<file path="config.mk">
export PLATFORM = sky130hd
export DESIGN_NAME = seven_segment_scan_driver_core
export DESIGN_NICKNAME = d
export VERILOG_FILES = /design/src/design/ssd_pkg.sv /design/src/design/seven_segment_scan_driver_core.sv /design/src/design/ssd_in_stage.sv /design/src/design/ssd_digit_store.sv /design/src/design/ssd_slow_timer.sv
export SDC_FILE = /design/constraint.sdc
export NUM_CORES = 1
export LEC_CHECK = 0
export BUFFER_PORTS_ARGS = -buffer_cell sky130_fd_sc_hd__buf_2
export CAP_MARGIN = 20
export CORE_MARGIN = 8
export CORE_UTILIZATION = 55
export DETAILED_ROUTE_END_ITERATION = 8
export HOLD_SLACK_MARGIN = 0.06
export PLACE_DENSITY_LB_ADDON = 0.1
export SKIP_LAST_GASP = 1
export SYNTH_ARGS = -nofsm -noshare
export SYNTH_HDL_FRONTEND = slang
export SYNTH_SLANG_ARGS = --single-unit
</file>
<file path="constraint.sdc">
create_clock -name clock -period 5 [get_ports clock]
set_input_delay 0.75 -clock clock [delete_from_list [all_inputs] [get_ports clock]]
set_output_delay 0.75 -clock clock [all_outputs]
set_load 0.03 [all_outputs]
</file>
<file path="src/design/ssd_pkg.sv">
// ----------------------------------------------------------------------------
// ssd_pkg
// Shared types, codes and the glyph table for the seven-segment scan driver.
// ----------------------------------------------------------------------------
`default_nettype none

package ssd_pkg;

   // field and store widths
   localparam int DIGITS  = 4;
   localparam int POS_W   = 2;
   localparam int DIGIT_W = 4;
   localparam int VALUE_W = 7;
   localparam int SEL_W   = 4;
   localparam int SEG_W   = 8;
   localparam int SLOW_W  = 6;
   localparam int CMD_W   = 2;

   // command codes
   localparam logic [CMD_W-1:0] CMD_SCAN = 2'd0;
   localparam logic [CMD_W-1:0] CMD_SLOW = 2'd1;
   localparam logic [CMD_W-1:0] CMD_LOAD = 2'd2;

   // display constants
   localparam logic [VALUE_W-1:0] VALUE_MAX     = 7'd99;
   localparam logic [SLOW_W-1:0]  SLOW_LAST     = 6'd39;
   localparam logic [SEG_W-1:0]   POINT_MASK    = 8'h20;
   localparam logic [SEG_W-1:0]   BLANK_PATTERN = 8'h00;
   localparam logic [POS_W-1:0]   POS_LEAD      = 2'd0;
   localparam logic [POS_W-1:0]   POS_POINT     = 2'd1;

   // input item
   typedef struct packed {
      logic [CMD_W-1:0]   cmd;
      logic [VALUE_W-1:0] left_value;
      logic [VALUE_W-1:0] right_value;
   } req_type;

   // result item
   typedef struct packed {
      logic [SEL_W-1:0] digit_select;
      logic [SEG_W-1:0] segment_drive;
      logic             refresh_request;
   } rsp_type;

   // per-item strobes, high in the cycle the item is processed
   typedef struct packed {
      logic scan;
      logic slow;
      logic load;
   } step_type;

   // active-high segment pattern of a decimal digit, C G point D E B F A
   function automatic logic [SEG_W-1:0] glyph(input logic [DIGIT_W-1:0] d);
      logic [SEG_W-1:0] p;
      case (d)
         4'd0:    p = 8'b10011111;
         4'd1:    p = 8'b10000100;
         4'd2:    p = 8'b01011101;
         4'd3:    p = 8'b11010101;
         4'd4:    p = 8'b11000110;
         4'd5:    p = 8'b11010011;
         4'd6:    p = 8'b11011011;
         4'd7:    p = 8'b10000101;
         4'd8:    p = 8'b11011111;
         default: p = 8'b11010111;
      endcase
      return p;
   endfunction

endpackage

`default_nettype wire

</file>
<file path="src/design/seven_segment_scan_driver_core.sv">
// ----------------------------------------------------------------------------
// seven_segment_scan_driver_core
// Four-digit multiplexed seven-segment scan driver.
// ----------------------------------------------------------------------------
// Usage:
//   req channel takes one item per handshake: a scan tick, a slow tick, or a
//   load of two values 0..99 (larger values show as 99).
//   rsp channel returns exactly one item per request, in order: the current
//   one-hot digit enable, its active-low segments and the refresh flag.
//   A scan tick advances the digit and updates the drive; other items
//   return the drive unchanged.
// Timing:
//   a request passes the input register, then the result register; one
//   item per cycle is sustained while rsp_ready stays high.
// Reset:
//   synchronous; clears digits, scan position, blink flag, slow count and
//   the held drive (digit enable and segments read as zero).
// Stall:
//   a result waiting on rsp_ready holds; one more item can sit in the input
//   register, after which req_ready drops until the result is taken.
// ----------------------------------------------------------------------------
`default_nettype none

module seven_segment_scan_driver_core (
   input  wire logic             clock,
   input  wire logic             reset,
   input  wire logic             req_valid,
   output logic                  req_ready,
   input  wire ssd_pkg::req_type req_item,
   output logic                  rsp_valid,
   input  wire logic             rsp_ready,
   output ssd_pkg::rsp_type      rsp_item
);

   logic                        stage_valid;
   ssd_pkg::req_type            stage_item;
   logic                        advance;
   ssd_pkg::step_type           step;
   logic [ssd_pkg::SEG_W-1:0]   pattern;
   logic                        point_on;
   logic                        refresh;

   logic [ssd_pkg::POS_W-1:0]   pos_ff;
   logic [ssd_pkg::POS_W-1:0]   pos_in;
   logic [ssd_pkg::SEL_W-1:0]   held_select_ff;
   logic [ssd_pkg::SEL_W-1:0]   held_select_in;
   logic [ssd_pkg::SEG_W-1:0]   held_segments_ff;
   logic [ssd_pkg::SEG_W-1:0]   held_segments_in;
   logic                        rsp_valid_ff;
   logic                        rsp_valid_in;
   ssd_pkg::rsp_type            rsp_item_ff;
   ssd_pkg::rsp_type            rsp_item_in;

   ssd_in_stage u_in_stage (
      .clock       (clock),
      .reset       (reset),
      .req_valid   (req_valid),
      .req_ready   (req_ready),
      .req_item    (req_item),
      .advance     (advance),
      .stage_valid (stage_valid),
      .stage_item  (stage_item)
   );

   // item moves on when the result slot is free or being emptied
   assign advance   = stage_valid && (!rsp_valid_ff || rsp_ready);
   assign step.scan = advance && stage_item.cmd == ssd_pkg::CMD_SCAN;
   assign step.slow = advance && stage_item.cmd == ssd_pkg::CMD_SLOW;
   assign step.load = advance && stage_item.cmd == ssd_pkg::CMD_LOAD;

   ssd_digit_store u_digit_store (
      .clock       (clock),
      .reset       (reset),
      .step        (step),
      .left_value  (stage_item.left_value),
      .right_value (stage_item.right_value),
      .pos         (pos_ff),
      .point_on    (point_on),
      .pattern     (pattern)
   );

   ssd_slow_timer u_slow_timer (
      .clock    (clock),
      .reset    (reset),
      .step     (step),
      .point_on (point_on),
      .refresh  (refresh)
   );

   // scan position and held drive
   always_comb begin
      pos_in           = pos_ff;
      held_select_in   = held_select_ff;
      held_segments_in = held_segments_ff;
      if (step.scan) begin
         held_select_in   = ssd_pkg::SEL_W'(1) << pos_ff;
         held_segments_in = ~pattern;
         pos_in           = pos_ff + 2'd1;
      end
   end

   // result register
   always_comb begin
      rsp_item_in.digit_select    = held_select_in;
      rsp_item_in.segment_drive   = held_segments_in;
      rsp_item_in.refresh_request = refresh;
      rsp_valid_in = rsp_valid_ff;
      if (advance) begin
         rsp_valid_in = 1'b1;
      end else if (rsp_ready) begin
         rsp_valid_in = 1'b0;
      end
   end

   always_ff @(posedge clock) begin
      if (reset) begin
         pos_ff           <= '0;
         held_select_ff   <= '0;
         held_segments_ff <= '0;
         rsp_valid_ff     <= 1'b0;
      end else begin
         pos_ff           <= pos_in;
         held_select_ff   <= held_select_in;
         held_segments_ff <= held_segments_in;
         rsp_valid_ff     <= rsp_valid_in;
      end
   end

   always_ff @(posedge clock) begin
      if (advance) begin
         rsp_item_ff <= rsp_item_in;
      end
   end

   assign rsp_valid = rsp_valid_ff;
   assign rsp_item  = rsp_item_ff;

`ifndef NO_ASSERTIONS
   // after a scan tick exactly the previous position is enabled
   a_scan_select: assert property (@(posedge clock) disable iff (reset)
      step.scan |=> $onehot(held_select_ff) &&
                    held_select_ff == ssd_pkg::SEL_W'(1) << $past(pos_ff))
      else $error("scan tick drove wrong digit enable");

   // the held drive never enables two digits
   a_select_onehot0: assert property (@(posedge clock) disable iff (reset)
      $onehot0(held_select_ff))
      else $error("more than one digit enabled");
`endif

endmodule

`default_nettype wire

</file>
<file path="src/design/ssd_in_stage.sv">
// ----------------------------------------------------------------------------
// ssd_in_stage
// Input register: holds one accepted item until the result side takes it.
// ----------------------------------------------------------------------------
`default_nettype none

module ssd_in_stage (
   input  wire logic            clock,
   input  wire logic            reset,
   input  wire logic            req_valid,
   output logic                 req_ready,
   input  wire ssd_pkg::req_type req_item,
   input  wire logic            advance,
   output logic                 stage_valid,
   output ssd_pkg::req_type     stage_item
);

   logic             valid_ff;
   logic             valid_in;
   ssd_pkg::req_type item_ff;
   logic             accept;

   // free when empty or when the held item moves on this cycle
   assign req_ready = !valid_ff || advance;
   assign accept    = req_valid && req_ready;

   always_comb begin
      valid_in = valid_ff;
      if (accept) begin
         valid_in = 1'b1;
      end else if (advance) begin
         valid_in = 1'b0;
      end
   end

   always_ff @(posedge clock) begin
      if (reset) begin
         valid_ff <= 1'b0;
      end else begin
         valid_ff <= valid_in;
      end
   end

   // payload needs no reset
   always_ff @(posedge clock) begin
      if (accept) begin
         item_ff <= req_item;
      end
   end

   assign stage_valid = valid_ff;
   assign stage_item  = item_ff;

`ifndef NO_ASSERTIONS
   // an item only moves on when one is held
   a_advance_held: assert property (@(posedge clock) disable iff (reset)
      advance |-> valid_ff)
      else $error("advance without a held item");
`endif

endmodule

`default_nettype wire

</file>
<file path="src/design/ssd_digit_store.sv">
// ----------------------------------------------------------------------------
// ssd_digit_store
// Holds the four display digits and looks up the pattern of one position.
// ----------------------------------------------------------------------------
`default_nettype none

module ssd_digit_store (
   input  wire logic                           clock,
   input  wire logic                           reset,
   input  wire ssd_pkg::step_type              step,
   input  wire logic [ssd_pkg::VALUE_W-1:0]    left_value,
   input  wire logic [ssd_pkg::VALUE_W-1:0]    right_value,
   input  wire logic [ssd_pkg::POS_W-1:0]      pos,
   input  wire logic                           point_on,
   output logic [ssd_pkg::SEG_W-1:0]           pattern
);

   logic [ssd_pkg::DIGIT_W-1:0] digits_ff [ssd_pkg::DIGITS];
   logic [ssd_pkg::DIGIT_W-1:0] digits_in [ssd_pkg::DIGITS];
   logic [2*ssd_pkg::DIGIT_W-1:0] left_split;
   logic [2*ssd_pkg::DIGIT_W-1:0] right_split;
   logic [ssd_pkg::DIGIT_W-1:0] cur_digit;
   logic [ssd_pkg::SEG_W-1:0]   lit;

   // clamp to 99, then tens by reciprocal multiply (exact for any 7-bit value)
   function automatic logic [2*ssd_pkg::DIGIT_W-1:0] split(
      input logic [ssd_pkg::VALUE_W-1:0] value);
      logic [ssd_pkg::VALUE_W-1:0]   v;
      logic [14:0]                   prod;
      logic [ssd_pkg::DIGIT_W-1:0]   tens;
      logic [ssd_pkg::VALUE_W-1:0]   units;
      v     = (value > ssd_pkg::VALUE_MAX) ? ssd_pkg::VALUE_MAX : value;
      prod  = 15'(v) * 15'd205;
      tens  = prod[14:11];
      units = v - 7'(tens) * 7'd10;
      return {tens, units[ssd_pkg::DIGIT_W-1:0]};
   endfunction

   assign left_split  = split(left_value);
   assign right_split = split(right_value);

   // load writes all four digits
   always_comb begin
      for (int i = 0; i < ssd_pkg::DIGITS; i++) begin
         digits_in[i] = digits_ff[i];
      end
      if (step.load) begin
         digits_in[0] = left_split[2*ssd_pkg::DIGIT_W-1:ssd_pkg::DIGIT_W];
         digits_in[1] = left_split[ssd_pkg::DIGIT_W-1:0];
         digits_in[2] = right_split[2*ssd_pkg::DIGIT_W-1:ssd_pkg::DIGIT_W];
         digits_in[3] = right_split[ssd_pkg::DIGIT_W-1:0];
      end
   end

   always_ff @(posedge clock) begin
      if (reset) begin
         for (int i = 0; i < ssd_pkg::DIGITS; i++) begin
            digits_ff[i] <= '0;
         end
      end else begin
         for (int i = 0; i < ssd_pkg::DIGITS; i++) begin
            digits_ff[i] <= digits_in[i];
         end
      end
   end

   // pattern lookup with leading blank and blinking point
   assign cur_digit = digits_ff[pos];

   always_comb begin
      lit = ssd_pkg::glyph(cur_digit);
      if (pos == ssd_pkg::POS_POINT && point_on) begin
         lit = lit | ssd_pkg::POINT_MASK;
      end
      if (pos == ssd_pkg::POS_LEAD && cur_digit == '0) begin
         lit = ssd_pkg::BLANK_PATTERN;
      end
   end

   assign pattern = lit;

`ifndef NO_ASSERTIONS
   // stored digits are always decimal
   a_digits_decimal: assert property (@(posedge clock) disable iff (reset)
      digits_ff[0] <= 4'd9 && digits_ff[1] <= 4'd9 &&
      digits_ff[2] <= 4'd9 && digits_ff[3] <= 4'd9)
      else $error("stored digit above nine");
`endif

endmodule

`default_nettype wire

</file>
<file path="src/design/ssd_slow_timer.sv">
// ----------------------------------------------------------------------------
// ssd_slow_timer
// Modulo-40 slow tick counter with blink flag and refresh request.
// ----------------------------------------------------------------------------
`default_nettype none

module ssd_slow_timer (
   input  wire logic             clock,
   input  wire logic             reset,
   input  wire ssd_pkg::step_type step,
   output logic                  point_on,
   output logic                  refresh
);

   logic [ssd_pkg::SLOW_W-1:0] count_ff;
   logic [ssd_pkg::SLOW_W-1:0] count_in;
   logic                       point_ff;
   logic                       point_in;
   logic                       at_zero;

   assign at_zero = (count_ff == '0);

   // refresh on counts 0, 10, 20 and 30
   assign refresh = step.slow && (at_zero || count_ff == 6'd10 ||
                                  count_ff == 6'd20 || count_ff == 6'd30);

   always_comb begin
      count_in = count_ff;
      point_in = point_ff;
      if (step.slow) begin
         count_in = (count_ff >= ssd_pkg::SLOW_LAST) ? '0 : count_ff + 6'd1;
         if (at_zero) begin
            point_in = !point_ff;
         end
      end
   end

   always_ff @(posedge clock) begin
      if (reset) begin
         count_ff <= '0;
         point_ff <= 1'b0;
      end else begin
         count_ff <= count_in;
         point_ff <= point_in;
      end
   end

   assign point_on = point_ff;

`ifndef NO_ASSERTIONS
   // count stays within 0..39
   a_count_range: assert property (@(posedge clock) disable iff (reset)
      count_ff <= ssd_pkg::SLOW_LAST)
      else $error("slow count out of range");

   // blink flag changes only on a slow tick at count zero
   a_point_toggle: assert property (@(posedge clock) disable iff (reset)
      !(step.slow && at_zero) |=> $stable(point_ff))
      else $error("blink flag changed outside count zero");
`endif

endmodule

`default_nettype wire
</file>
# After elaboration in Yosys (flattened, before gate mapping)
# Memories as Yosys holds them, arrays and structs flattened. A register that Yosys moved wholly into a read port is not among the register bits.
# Cells that the tools add are included.
[classes]
add_sub_neg = 4
mul = 4
n_div = 0
n_lt_le_gt_ge = 3
n_eq_ne = 7
shift = 1
n_mux = 21
n_bitwise = 5
n_reduce_logical = 24
[op_table]
columns = ["op", "count"]
rows = [
  ["multiplier 7 x 8 -> 15 bit, second input constant", 2],
  ["2-to-1 mux 4 bit", 5],
  ["2-to-1 mux 16 bit", 1],
  ["2-to-1 mux 8 bit", 2],
  ["greater-than comparator 7 bit, second input constant", 2],
  ["2-to-1 mux 7 bit", 2],
  ["== test 6 x 5 -> 1 bit, second input constant", 2],
  ["2-to-1 mux 6 bit", 2],
  ["logical AND 1 bit", 8],
  ["multiplier 4 x 3 -> 3 bit, second input constant", 2],
  ["NOT 8 bit", 1],
  ["subtractor 4 bit", 2],
  ["2-to-1 mux 1 bit", 7],
  ["adder 6 x 1 -> 6 bit, second input constant", 1],
  ["== test 6 x 4 -> 1 bit, second input constant", 1],
  ["greater-or-equal comparator 6 bit, second input constant", 1],
  ["logical NOT 6 bit", 1],
  ["logical OR 1 bit", 5],
  ["== test 2 x 1 -> 1 bit, second input constant", 2],
  ["logical NOT 2 bit", 2],
  ["logical NOT 4 bit", 1],
  ["2-to-1 mux 2 bit", 2],
  ["bitwise OR 1 bit", 4],
  ["AND reduction 2 bit", 2],
  ["6 further kinds", 9],
]
[totals]
register_bits = 52
latchBits = 0
mem_bits_rw = 16
mem_bits_ro = 112
wordCells = 84
mem_count = 2
[memory_table]
columns = ["memory", "words", "width", "rd", "rd_ports_with_merged_regs", "write_ports", "line_no", "source"]
rows = [
  ["(name not given)", 16, 7, 1, 0, 0, "ssd_pkg.sv:56", "case (d)"],
  ["u_digit_store.digits_ff", 4, 4, 1, 1, 4, "ssd_digit_store.sv:18", "logic [ssd_pkg::DIGIT_W-1:0] digits_ff [ssd_pkg::DIGITS];"],
]

# Logic depth before layout (Yosys ltp)
# Gate-level depths: netlist (run 1).
[depth]
depth_word = 7
ltp_mapped = 23

# Modules after synthesis
# A second synthesis (run 1) with hierarchy kept.
[hier_totals]
hier_cells = 473
area_unflattened_um2 = 5147.4
[modules_own_cells]
columns = ["mod", "instances", "cells_each", "area_each_um2", "seq_area_each_um2"]
rows = [
  ["ssd_digit_store", 1, 300, 2894.0, 480.5],
  ["seven_segment_scan_driver_core", 1, 110, 1332.5, 690.7],
  ["ssd_in_stage", 1, 21, 535.5, 500.5],
  ["ssd_slow_timer", 1, 42, 385.4, 140.1],
]

# Least setup slack after synthesis (run 1)
# No wires, ideal clock.
[synth_path]
path_type = "register to register"
startpoint = "reg u_in_stage.item_ff, in the netlist u_in_stage.stage_item[5]"
endpoint = "mem u_digit_store.digits_ff[3][3] in the netlist's numbering (data pin)"
setup_time_ps = 139
arrival_time_ps = 4611
required_time_ps = 4861
path_slack_ps = 249
stages_incl_launch_ff = 23
path_buffers = 0
period_less_slack_ps = 4751
cell_sequence = "edfxtp_1 nand2_1 nor2_1 or2_2 ha_1 inv_1 fa_1 inv_1 ha_1 ha_1 ha_1 nand4_1 a21boi_0 o311ai_1 nand2_1 xnor2_1 inv_1 ha_1 inv_1 fa_1 xnor2_1 xnor3_1 nor2_1"
[synth_rtl]
columns = ["item", "line_no", "source"]
rows = [
  ["start, declared", "ssd_in_stage.sv:20", "ssd_pkg::req_type item_ff;"],
  ["start signal, assigned", "ssd_in_stage.sv:47", "item_ff <= req_item;"],
  ["end, declared", "ssd_digit_store.sv:18", ""],
]

==> impl_results.md, run 1 <==
- Status: finished, final reports clean
- First-pass GRT wire length: 14300 microns
- R2R depth: 21
- Initial DRC count: 87
- Max Slew Vio Count: 0
- FILL cells: 660
- Hold slack: 0.523 ns
- Post-synthesis sequential area ratio: 38.9%
- Post-route insts no fill: 618
- CTS H-tree depth: 3
- Ant diodes: 0
- Pwr per Cell Area: 338 nW/um^2
- Core ar.: 8550 sq um
- Grt total ovfl: 0
- Clock skew: ~0.012 ns
- Area grow syn2layout: 18.1%
- Startpoint types: flop
- Top FF cell, synth: edfxtp_1
- R2R Setup Slk: 0.15 ns
- CP required: 5.08 ns
- Cell area after synthesis: 4760 sq um
- Hold Vio Cnt, Final: 0
- Max Cap Violations: 0
- Clock sink count: 70
- Antenna viol nets, final: 0
- Worst Path Arrival: a little under 5 ns
- Slew @ Worst Pin: between 0.7 and 0.8 ns
- Crit-path cells: nand2_2 > and2_4 > ha_4 > inv_1 > fa_1 > inv_1 > ha_1 > inv_1 > fa_1 > inv_1 > ha_1 > nor2b_2 > a31oi_1 > o21ai_1 > xor2_1 > ha_2 > inv_1 > fa_2 > xnor2_1 > xnor2_1 > mux2_4
- Die area: approximately 12000 sq um
- Vias in the first global route: 3302
- Max stage delay on crit path: 0.53 ns
- Die Span Y: 109 microns
- Max VDD drop: 0.169 mV
- I/O Buffers: 34
- YS warnings: 0
- Post-synth cell types: 44
- Min Tclk post-route: 4.85 ns
- Antenna violations before repair: 0
- Dpl hpwl: a little under 7000 microns
- Routed length per instance: ~14 microns
- Hold Path Sink: rsp_valid$_SDFFE_PP0P_
- GRT Resource Usage Total: ~15%
- CTS tree: built
- GP Congestion: 0.831
- Pleak: 2.64 nW
- Die width: 109 microns
- Via count of the routed design: 3190
- CTS max path bufs: 2
- Maximum clock rate: between 0.2 and 0.25 GHz
- EDFF count, synth: 45
- Register bit count reported by yosys: 70
- Layout cells sized above 1: 23.3%
- Synth Net Count: approximately 560
- DRC viols: 0
- Vias per cell: 5.16
- Final setup violation count: 0
- First-pass DRT Iterations: 4
- Root buffer cell: clkbuf_8
- Post-synth ARST share: 0%
- CP max FO: 5
- Hold bufs inserted after CTS: 0
- Most common cell on crit path: inv_1
- Initial Util: 55.7%
- Hold_sp: u_in_stage.stage_valid$_SDFFE_PP0P_
- Total negative slack: 0 ns
- Hold depth: 2
- FF-to-FF Start: u_in_stage.stage_item[12]$_DFFE_PP_
- WS Path Type: flop to flop
- Nets@finish: 622
- I/O pins: 35
- Clock-pin slew on the worst setup and hold paths: 0.08 ns
- Cells after synthesis: 441
- CTS buffer count: 9
- Period utilization: 97.0%
- WL final: 8700 microns
- HP Class: flop to flop
- Slowest CP cell: fa_1
- Largest net degree at the start of global routing: 23
- Reg2reg end: u_digit_store.digits_ff[1][3]$_SDFFCE_PN0P_
- Rows: 34
- Worst setup EP type: flop
- Synth Area per Inst: about 11 sq um
- Later-pin clock latency in the skew report: 0.33 ns
- Cell total after placement: 596
- Rel. slew slack: about half
==> synthesized netlist by cell type (9+ instances only) <==
cell	count	share of area, %
ha_1	79	21
and2_1	9	1.2
edfxtp_1	45	28
nor2_1	44	3.5
o21ai_0	11	1.2
a21oi_1	16	1.7
inv_1	65	5.1
nand2_1	19	1.5
fa_1	18	7.6
nor2b_1	15	2.0
xor2_1	12	2.2
dfxtp_1	25	11
==> metal layers <==
metal	global-route usage, %	vias to the layer above	part of all wire [%]
li1	-	1622	-
met1	17.6	1521	44
met2	27.3	38	52
met3	3.07	9	3.0
met4	4.69	0	0.97
met5	0	-	0
==> cells by family (layout without fill, tap and decap cells) <==
logic type,Yosys count,after routing,share of synthesized area [%]
and+or+nand+nor,113,113,11.8
muxes,13,13,3.76
adders and majority gates,97,97,28.3
buffers and inverters,75,144,5.91
AOI/OAI and AO/OA,52,52,7.10
DFF,70,70,38.9
xor gates and xnor gates,21,21,4.15
==> layout by cell type, fill, tap and decap left out, types with 4 or more instances in the layout <==
cell	netlist	layout
ha_1	79	69
nand2_1	19	17
buf_2	0	34
nand4_1	4	4
fa_1	18	16
dfxtp_1	25	25
mux2i_1	4	4
clkbuf_8	0	9
and2_1	9	7
a21o_1	7	7
a31oi_1	5	5
inv_1	65	65
o21ai_0	11	9
nor2_1	44	43
buf_4	0	28
mux2_2	5	5
edfxtp_1	45	45
xnor2_1	8	7
a21oi_1	16	15
nor2b_1	15	14
ha_4	0	9
clkinv_4	0	4
xor2_1	12	12
==> registers in the layout, summed over array words and instances, names as in the netlist, 2 cells and up, named ones only <==
signal	count
u_slow_timer.count_ff	6
held_select_ff	4
rsp_item	13
u_digit_store.digits_ff	16
u_in_stage.stage_item	16
held_segments_ff	8
pos_ff	2
==> per-stage QoR <==
step                      utilization, %  power [mW]  cell area (sq um)  worst slack, ns
final                               65.8        1.90               5620            0.150
after detailed placement            60.9        1.35               5200           -0.167
after global placement              60.9        1.33               5200          -0.0968
after global routing                65.8        2.04               5620          -0.0375
after CTS                           63.8        1.84               5450         -0.00818
after floorplan                        -        1.17               4760            0.249
==> cell type report <==
class	instances	area [sq um]	share of cell area, %
clock inverter	6	72.6	1.29
tap	108	135	2.40
clock buffer	10	128	2.27
multi-input combinational	296	2800	49.8
sequential	70	1850	32.9
inverter	65	244	4.34
timing repair buffer	63	392	6.96
==> worst max-delay path by stage <==
stage | slack [ns] | start | cells past startpoint | end
finish | 0.15 | u_in_stage.stage_item[12]$_DFFE_PP_ | 21 | u_digit_store.digits_ff[1][3]$_SDFFCE_PN0P_
global route | -0.04 | u_in_stage.stage_item[13]$_DFFE_PP_ | 21 | u_digit_store.digits_ff[1][3]$_SDFFCE_PN0P_
CTS | -0.008 | u_in_stage.stage_item[5]$_DFFE_PP_ | 22 | u_digit_store.digits_ff[3][3]$_SDFFCE_PN0P_
detailed placement | -0.17 | u_in_stage.stage_item[6]$_DFFE_PP_ | 22 | u_digit_store.digits_ff[3][3]$_SDFFCE_PN0P_
global placement | -0.1 | u_in_stage.stage_item[6]$_DFFE_PP_ | 22 | u_digit_store.digits_ff[3][3]$_SDFFCE_PN0P_
floorplan | 0.25 | u_in_stage.stage_item[5]$_DFFE_PP_ | 22 | u_digit_store.digits_ff[3][3]$_SDFFCE_PN0P_
==> repair_timing <==
action | in CTS | in global routing
gates resized for setup | 5 | 24
setup endpoints to repair | 2 | 2
pin swaps | 3 | 11
setup buffers | 4 | 2
==> critical path, delay by kind of cell (launching register included) <==
family                   cells  cell delay, ns
AO/OA/AOI/OAI                2            0.29
XOR/XNOR                     3            0.58
adder cells (fa/ha/maj)      7            2.38
buffers and inverters        5            0.24
flip-flops                   1            0.37
multiplexers                 1            0.31
AND/OR/NAND/NOR              3            0.43
==> power breakdown <==
part | internal (mW) | switching [mW]
logic | 0.384 | 0.404
clock network | 0.234 | 0.223
registers | 0.642 | 0.0113
Power figures use the tool's default switching activity.
==> inputs of run 2 (changes only) <==
--- a/config.mk
+++ b/config.mk
@@ -5,13 +5,14 @@
 export SDC_FILE = /design/constraint.sdc
 export NUM_CORES = 1
 export LEC_CHECK = 0
-export BUFFER_PORTS_ARGS = -buffer_cell sky130_fd_sc_hd__buf_2
 export CAP_MARGIN = 20
 export CORE_MARGIN = 8
-export CORE_UTILIZATION = 55
+export CORE_UTILIZATION = 58
 export DETAILED_ROUTE_END_ITERATION = 8
+export DONT_BUFFER_PORTS = 1
 export HOLD_SLACK_MARGIN = 0.06
 export PLACE_DENSITY_LB_ADDON = 0.1
+export SKIP_CTS_REPAIR_TIMING = 1
 export SKIP_LAST_GASP = 1
 export SYNTH_ARGS = -nofsm -noshare
 export SYNTH_HDL_FRONTEND = slang
==> impl_results.md, run 2 (synthesis gave the netlist of run 1 again) <==
- Status: finished, final reports clean
- Startpoint types: flop
- Dpl hpwl: 6570 microns (-2.5%)
- Rel. slew slack: 51.7% (+1.6 points)
- R2R Setup Slk: 0.11 ns (-0.04 ns)
- Largest net degree at the start of global routing: 23 (unchanged)
- Nets@finish: 590 (-5.1%)
- Reg2reg end: u_digit_store.digits_ff[1][3]$_SDFFCE_PN0P_
- Die area: 11400 sq um (-4.4%)
- Clock-pin slew on the worst setup and hold paths: 0.08 ns (about the same)
- Period utilization: 97.8% (+0.79 points)
- Final WS setup: 0.111 ns (-0.0393 ns)
- Max stage delay on crit path: 0.53 ns (about the same)
- Hold depth: 1 (-1)
- First-pass DRT Iterations: 4 (unchanged)
- Critical path startpoint: u_in_stage.stage_item[10]$_DFFE_PP_
- Vias in the first global route: 3066 (-7.1%)
- Worst setup EP type: flop
- Antenna violations before repair: 0 (unchanged)
- CTS H-tree depth: 3 (unchanged)
- CTS max path bufs: 2 (unchanged)
- Final setup violation count: 0 (unchanged)
- Root buffer cell: clkbuf_8
- Hold_sp: reset
- Crit-path cells: nor3_4 > nor2_4 > or2_4 > ha_4 > ha_4 > inv_2 > fa_2 > fa_1 > inv_2 > ha_4 > a21oi_4 > nor2b_4 > a31oi_2 > o21ai_1 > xor2_1 > ha_2 > inv_2 > fa_2 > xnor2_2 > xnor2_1 > mux2_4
- Initial DRC count: 100 (+15%)
- Total negative slack: 0 ns (unchanged)
- Hold Path Sink: u_in_stage.stage_valid$_SDFFE_PP0P_
- Commonest non-fill, non-tap cell in the layout: ha_1
- Rows: 33 (-2.9%)
- CP required: 5.08 ns (about the same)
- Clock skew: 0.0133 ns (+0.00171 ns)
- FF-to-FF Start: u_in_stage.stage_item[10]$_DFFE_PP_
- I/O Buffers: 0 (-100%)
- Cell family with most CP delay: adder cells
- Antenna viol nets, final: 0 (unchanged)
- Max Slew Vio Count: 0 (unchanged)
- Max VDD drop: 0.189 mV (+12%)
- Ant diodes: 0 (unchanged)
- I/O pins: 35 (unchanged)
- Initial Util: 58.8% (+3.1 points)
- Cell total after placement: 561 (-5.9%)
- Routed length per instance: 14.3 microns (+1.4%)
- Layout cells sized above 1: 20.9% (-2.4 points)
- Later-pin clock latency in the skew report: 0.33 ns (about the same)
- Dpl ws: -0.111 ns (+0.0557 ns)
- Via count of the routed design: 3082 (-3.4%)
- Grt total ovfl: 0 (unchanged)
- GP Congestion: 0.833 (+0.22%)
- Core ar.: 8090 sq um (-5.4%)
- DRC viols: 0 (unchanged)
- WS Path Type: flop to flop
- Worst Path Arrival: 4.97 ns (+0.04 ns)
- Maximum clock rate: 0.205 GHz (-0.80%)
- RSZ-0062 raised after global routing: yes
- HP Class: input pin to flop
- Hold Vio Cnt, Final: 0 (unchanged)
- WP buf/inv: 3 (-2)
- Commonest cells after routing, fill and taps aside: 66 x ha_1, 60 x inv_1, 45 x edfxtp_1, 42 x nor2_1, 29 x buf_4
- CP max FO: 3 (-2)
- Slew @ Worst Pin: 0.724 ns (-0.0243 ns)
- Slowest CP cell: fa_1
- Max Cap Violations: 0 (unchanged)
- Area grow syn2layout: 16.5%
- Placed Area: 5050 sq um (-3.1%)
- Die width: 107 microns (-2.2%)
- Post-route insts no fill: 583 (-5.7%)
- First-pass GRT wire length: 13500 microns (-5.5%)
- Pleak: 2.53 nW (-4.3%)
- Min Tclk post-route: 4.89 ns (+0.0393 ns)
- R2R depth: 21 (unchanged)
- CTS tree: built
- GRT Resource Usage Total: 14.7% (-0.40 points)
- WL final: 8330 microns (-4.3%)
- Pwr per Cell Area: 347 nW/um^2 (+2.7%)
- Die Span Y: 107 microns (-2.2%)
- Clock sink count: 70 (unchanged)
- Design Area, Final: 5550 sq um (-1.4%)
- Vias per cell: 5.29 (+2.4%)
- CTS buffer count: 9 (unchanged)
-- run 2: changes by cell type in the layout (fill, tap and decap cells not counted), sizes merged --
cell / change
buf: -32
clkinv: -4
inv: +4
-- run 2: worst max-delay path by stage --
stage,endpoint,slack [ns],depth (start not counted)
3_5_place_dp,u_digit_store.digits_ff[3][3]$_SDFFCE_PN0P_,-0.11,22
6_report,u_digit_store.digits_ff[1][3]$_SDFFCE_PN0P_,0.11,21
5_1_grt,u_digit_store.digits_ff[1][3]$_SDFFCE_PN0P_,-0.09,22
3_3_place_gp,u_digit_store.digits_ff[3][3]$_SDFFCE_PN0P_,-0.1,22
2_1_floorplan,u_digit_store.digits_ff[3][3]$_SDFFCE_PN0P_,0.25,22
4_1_cts,u_digit_store.digits_ff[3][3]$_SDFFCE_PN0P_,-0.14,22
-- run 2: metal layers --
metal / track usage (%) / routed length (microns) / vias to the layer above
li1: - / - / 1561
met1: 17.2 / 3820 / 1470
met2: 25.9 / 4190 / 43
met3: 3.54 / 227 / 8
met4: 5.03 / 90 / 0
met5: 0 / 0 / -
-- run 2: cell type report --
cell class                 count  area, sq um
sequential                    70         1850
multi-input combinational    296         2880
timing repair buffer          31          240
fill                         602         2550
clock inverter                 6         67.6
tap                          105          131
clock buffer                  10          128
inverter                      65          246
-- run 2: metrics by stage --
step                util [%]  hold slack [ns]  total power [mW]
floorplan                  -            0.476              1.17
global placement        62.4            0.497              1.33
detailed placement      62.4            0.513              1.35
CTS                     64.8            0.459              1.80
global route            68.5            0.453              2.07
finish                  68.5            0.477              1.92
-- run 2: power breakdown --
part	internal [mW]	switching [mW]	leakage [nW]	total, mW
Clock	0.235	0.213	0.0982	0.448
Sequential	0.643	0.0236	0.651	0.667
Combinational	0.407	0.402	1.78	0.809
Total	1.29	0.638	2.53	1.92
==> inputs of run 3 (changes only) <==
--- a/config.mk
+++ b/config.mk
@@ -5,13 +5,14 @@
 export SDC_FILE = /design/constraint.sdc
 export NUM_CORES = 1
 export LEC_CHECK = 0
-export CAP_MARGIN = 20
+export ABC_AREA = 1
 export CORE_MARGIN = 8
 export CORE_UTILIZATION = 58
 export DETAILED_ROUTE_END_ITERATION = 8
 export DONT_BUFFER_PORTS = 1
 export HOLD_SLACK_MARGIN = 0.06
 export PLACE_DENSITY_LB_ADDON = 0.1
+export RECOVER_POWER = 50
 export SKIP_CTS_REPAIR_TIMING = 1
 export SKIP_LAST_GASP = 1
 export SYNTH_ARGS = -nofsm -noshare
==> impl_results.md, run 3 <==
- I/O pins: 35 (unchanged)
- Synth Area per Inst: 9.18 sq um (-15%)
- Hold slack: 0.461 ns (-0.0166 ns)
- Synth cell count leaders: 106 x inv_1, 86 x nand2_1, 79 x ha_1, 45 x edfxtp_1, 42 x nor2_1
- Die area: 12000 sq um (+5.9%)
- Dpl hpwl: 7410 microns (+13%)
- Cell total after placement: 659 (+17%)
- Max Cap Violations: 1 (+1)
- Largest net degree at the start of global routing: 19 (-17%)
- Net Sw Power: 699 uW (+9.5%)
- WP buf/inv: 6 (+3)
- Switching part of the total: 36.9% (+3.8 points)
- Rows: 34 (+3.0%)
- Placed Area: 5220 sq um (+3.4%)
- CTS max path bufs: 2 (unchanged)
- Vias in the first global route: 3535 (+15%)
- Multi-input gate area: 2830 sq um (-1.7%)
- Routed length per instance: 13.5 microns (-5.3%)
- Top FF cell, synth: edfxtp_1
- Max Slew Vio Count: 19 (+19)
- Slowest CP cell: fa_1
- R2R Setup Slk: 0.26 ns (+0.15 ns)
- Min Tclk post-route: 4.74 ns (-0.146 ns)
- Later-pin clock latency in the skew report: 0.34 ns (about the same)
- Final setup violation count: 0 (unchanged)
- Antenna viol nets, final: 0 (unchanged)
- Core Util, Final: 64.4% (-4.1 points)
- Cell family with most CP delay: adder cells
- YS warnings: 0 (unchanged)
- WL final: 9290 microns (+12%)
- CP max FO: 3 (unchanged)
- FILL cells: 712 (+18%)
- Hold Vio Cnt, Final: 0 (unchanged)
- Cell area after synthesis: 5090 sq um (+7.0%)
- Clock power share: 24.1% (+0.8 points)
- Hold_sp: reset
- Root buffer cell: clkbuf_8
- HP Class: input pin to flop
- Nets@finish: 691 (+17%)
- CP required: 5.09 ns (about the same)
- WS Path Type: flop to flop
- First-pass DRT Iterations: 4 (unchanged)
- Slew @ Worst Pin: 2.20 ns (+1.48 ns)
- CTS tree: built
- CTS H-tree depth: 3 (unchanged)
- Failing checks: max-capacitance violations, max-slew violations
- Hold depth: 1 (unchanged)
- Largest area contributor in the netlist: edfxtp_1
- Die width: 110 microns (+2.9%)
- Sequential share of power: 35.3% (+0.6 points)
- Commonest non-fill, non-tap cell in the layout: inv_1
- Antenna violations before repair: 0 (unchanged)
- Clock skew: 0.0117 ns (-0.00163 ns)
- Logic pwr share: 40.5% (-1.6 points)
- Clock-pin slew on the worst setup and hold paths: 0.08 ns (about the same)
- Initial Util: 59.0% (+0.16 points)
- Reg2reg end: u_digit_store.digits_ff[1][3]$_SDFFCE_PN0P_
- Crit-path cells: nand2_1 > inv_1 > nand2_1 > inv_1 > nor2_2 > inv_1 > ha_1 > inv_1 > fa_1 > inv_1 > fa_1 > ha_1 > ha_4 > nand2_1 > o41ai_2 > xnor2_1 > fa_1 > xor2_1 > inv_1 > nand2_1 > nand2_1 > nand2_1 > a21oi_1
- Maximum clock rate: 0.211 GHz (+3.1%)
- Ant diodes: 0 (unchanged)
- First-pass GRT wire length: 15500 microns (+14%)
- Post-synth cell types: 41 (-6.8%)
- Int Power: 1.19 mW (-7.2%)
- Cells after synthesis: 555 (+26%)
- Vias per cell: 5.18 (-2.1%)
- Grt total ovfl: 0 (unchanged)
- Commonest cells after routing, fill and taps aside: 105 x inv_1, 85 x nand2_1, 75 x ha_1, 45 x edfxtp_1, 38 x nor2_1
- GP Congestion: 0.897 (+7.7%)
- Post-synth ARST share: 0% (unchanged)
- Die Span Y: 110 microns (+2.9%)
- Via count of the routed design: 3556 (+15%)
- Core ar.: 8640 sq um (+6.7%)
- GRT Resource Usage Total: 16.3% (+1.5 points)
- Design Area, Final: 5570 sq um (+0.34%)
- FF-to-FF Start: u_in_stage.stage_item[12]$_DFFE_PP_
- R2R depth: 23 (+9.5%)
- Synth Net Count: 672 (+20%)
- Startpoint types: flop
- Most numerous cell in the Yosys netlist: inv_1
- Synth top area cells: edfxtp_1 27%, ha_1 19%, dfxtp_1 9.8%
- Post-synthesis sequential area ratio: 36.4% (-2.5 points)
- Max stage delay on crit path: 0.45 ns (-0.08 ns)
- Post-route insts no fill: 687 (+18%)
- Total negative slack: 0 ns (unchanged)
- Top cell type's share of synthesized area: 26.5% (-1.9 points)
- Worst Path Arrival: 4.83 ns (-0.14 ns)
- Pleak: 2.69 nW (+6.7%)
- Hold Path Sink: rsp_valid$_SDFFE_PP0P_
- Status: finished with violations
- Max VDD drop: 0.183 mV (-3.0%)
- DRC viols: 0 (unchanged)
- CTS buffer count: 9 (unchanged)
- Worst setup EP type: flop
- Rel. slew slack: -48.1% (-100 points)
- Period utilization: 94.9% (-2.9 points)
- Pwr per Cell Area: 340 nW/um^2 (-2.0%)
- Area grow syn2layout: 9.29%
- I/O Buffers: 0 (unchanged)
- Layout cells sized above 1: 12.8% (-8.1 points)
- Sequential cell area: 1850 sq um (unchanged)
- Clock sink count: 70 (unchanged)
- Initial DRC count: 122 (+22%)
- EDFF count, synth: 45 (unchanged)
- Register bit count reported by yosys: 70 (unchanged)
run 3: changes by cell type in the layout (fill, tap and decap cells not counted), sizes merged, moves of 7 or more:
| cell | delta |
|---|---|
| a211oi | +7 |
| nand2 | +72 |
| nor2b | -15 |
| nand3 | +20 |
| inv | +48 |
| buf | -15 |
| a21oi | +24 |
run 3: worst register-to-register path: cells and delay by family, from the launching register on:
family	cells	cell delay, ns
compound gates	2	0.46
xor+xnor	2	0.35
fa+ha+maj	6	2.19
buf+inv	6	0.46
flops	1	0.43
simple gates	7	0.60
run 3: per-stage QoR:
stage | power (mW) | worst slack [ns]
6_report | 1.89 | 0.257
5_1_grt | 2.06 | -0.0610
4_1_cts | 1.85 | -0.0917
3_5_place_dp | 1.39 | -0.0713
3_3_place_gp | 1.37 | -0.00749
2_1_floorplan | 1.24 | 0.427
run 3: cell families (layout without fill, tap and decap cells):
| group | after synthesis | in the layout | share of synthesized area [%] |
|---|---|---|---|
| simple gates | 183 | 183 | 16.6 |
| buf+inv | 121 | 145 | 9.29 |
| fa+ha+maj | 97 | 97 | 26.5 |
| compound gates | 76 | 76 | 9.93 |
| flops | 70 | 70 | 36.4 |
| xor+xnor | 8 | 8 | 1.38 |
run 3: layer usage:
layer,share of wire [%],up-vias,track usage (%)
met1,46,1634,19.1
met3,2.7,9,3.81
met5,0,-,0
li1,-,1861,-
met4,1.1,0,4.73
met2,50,52,28.9
run 3: worst max-delay path by stage:
stage	startpoint	to	slack, ns	depth (start not counted)
after floorplan	u_in_stage.stage_item[5]$_DFFE_PP_	u_digit_store.digits_ff[3][3]$_SDFFCE_PN0P_	0.43	26
after global placement	u_in_stage.stage_item[12]$_DFFE_PP_	u_digit_store.digits_ff[1][3]$_SDFFCE_PN0P_	-0.007	21
after detailed placement	u_in_stage.stage_item[12]$_DFFE_PP_	u_digit_store.digits_ff[1][3]$_SDFFCE_PN0P_	-0.07	21
after CTS	u_in_stage.stage_item[12]$_DFFE_PP_	u_digit_store.digits_ff[1][3]$_SDFFCE_PN0P_	-0.09	21
after global routing	u_in_stage.stage_item[5]$_DFFE_PP_	u_digit_store.digits_ff[3][3]$_SDFFCE_PN0P_	-0.06	28
final	u_in_stage.stage_item[12]$_DFFE_PP_	u_digit_store.digits_ff[1][3]$_SDFFCE_PN0P_	0.26	23
run 3: final cells by class:
type,instances,share of cell area [%]
Clock buffer,10,2.29
Multi-Input combinational cell,364,50.9
Tap cell,108,2.43
Inverter,113,7.76
Sequential cell,70,33.3
Timing Repair Buffer,16,2.16
Clock inverter,6,1.21
run 3: power groups by stage:
stage	logic [mW]	registers, mW	clock network (mW)
finish	0.767	0.668	0.456
global route	0.893	0.671	0.494
global placement	0.684	0.682	0
CTS	0.709	0.670	0.470
detailed placement	0.702	0.683	0
floorplan	0.564	0.677	0
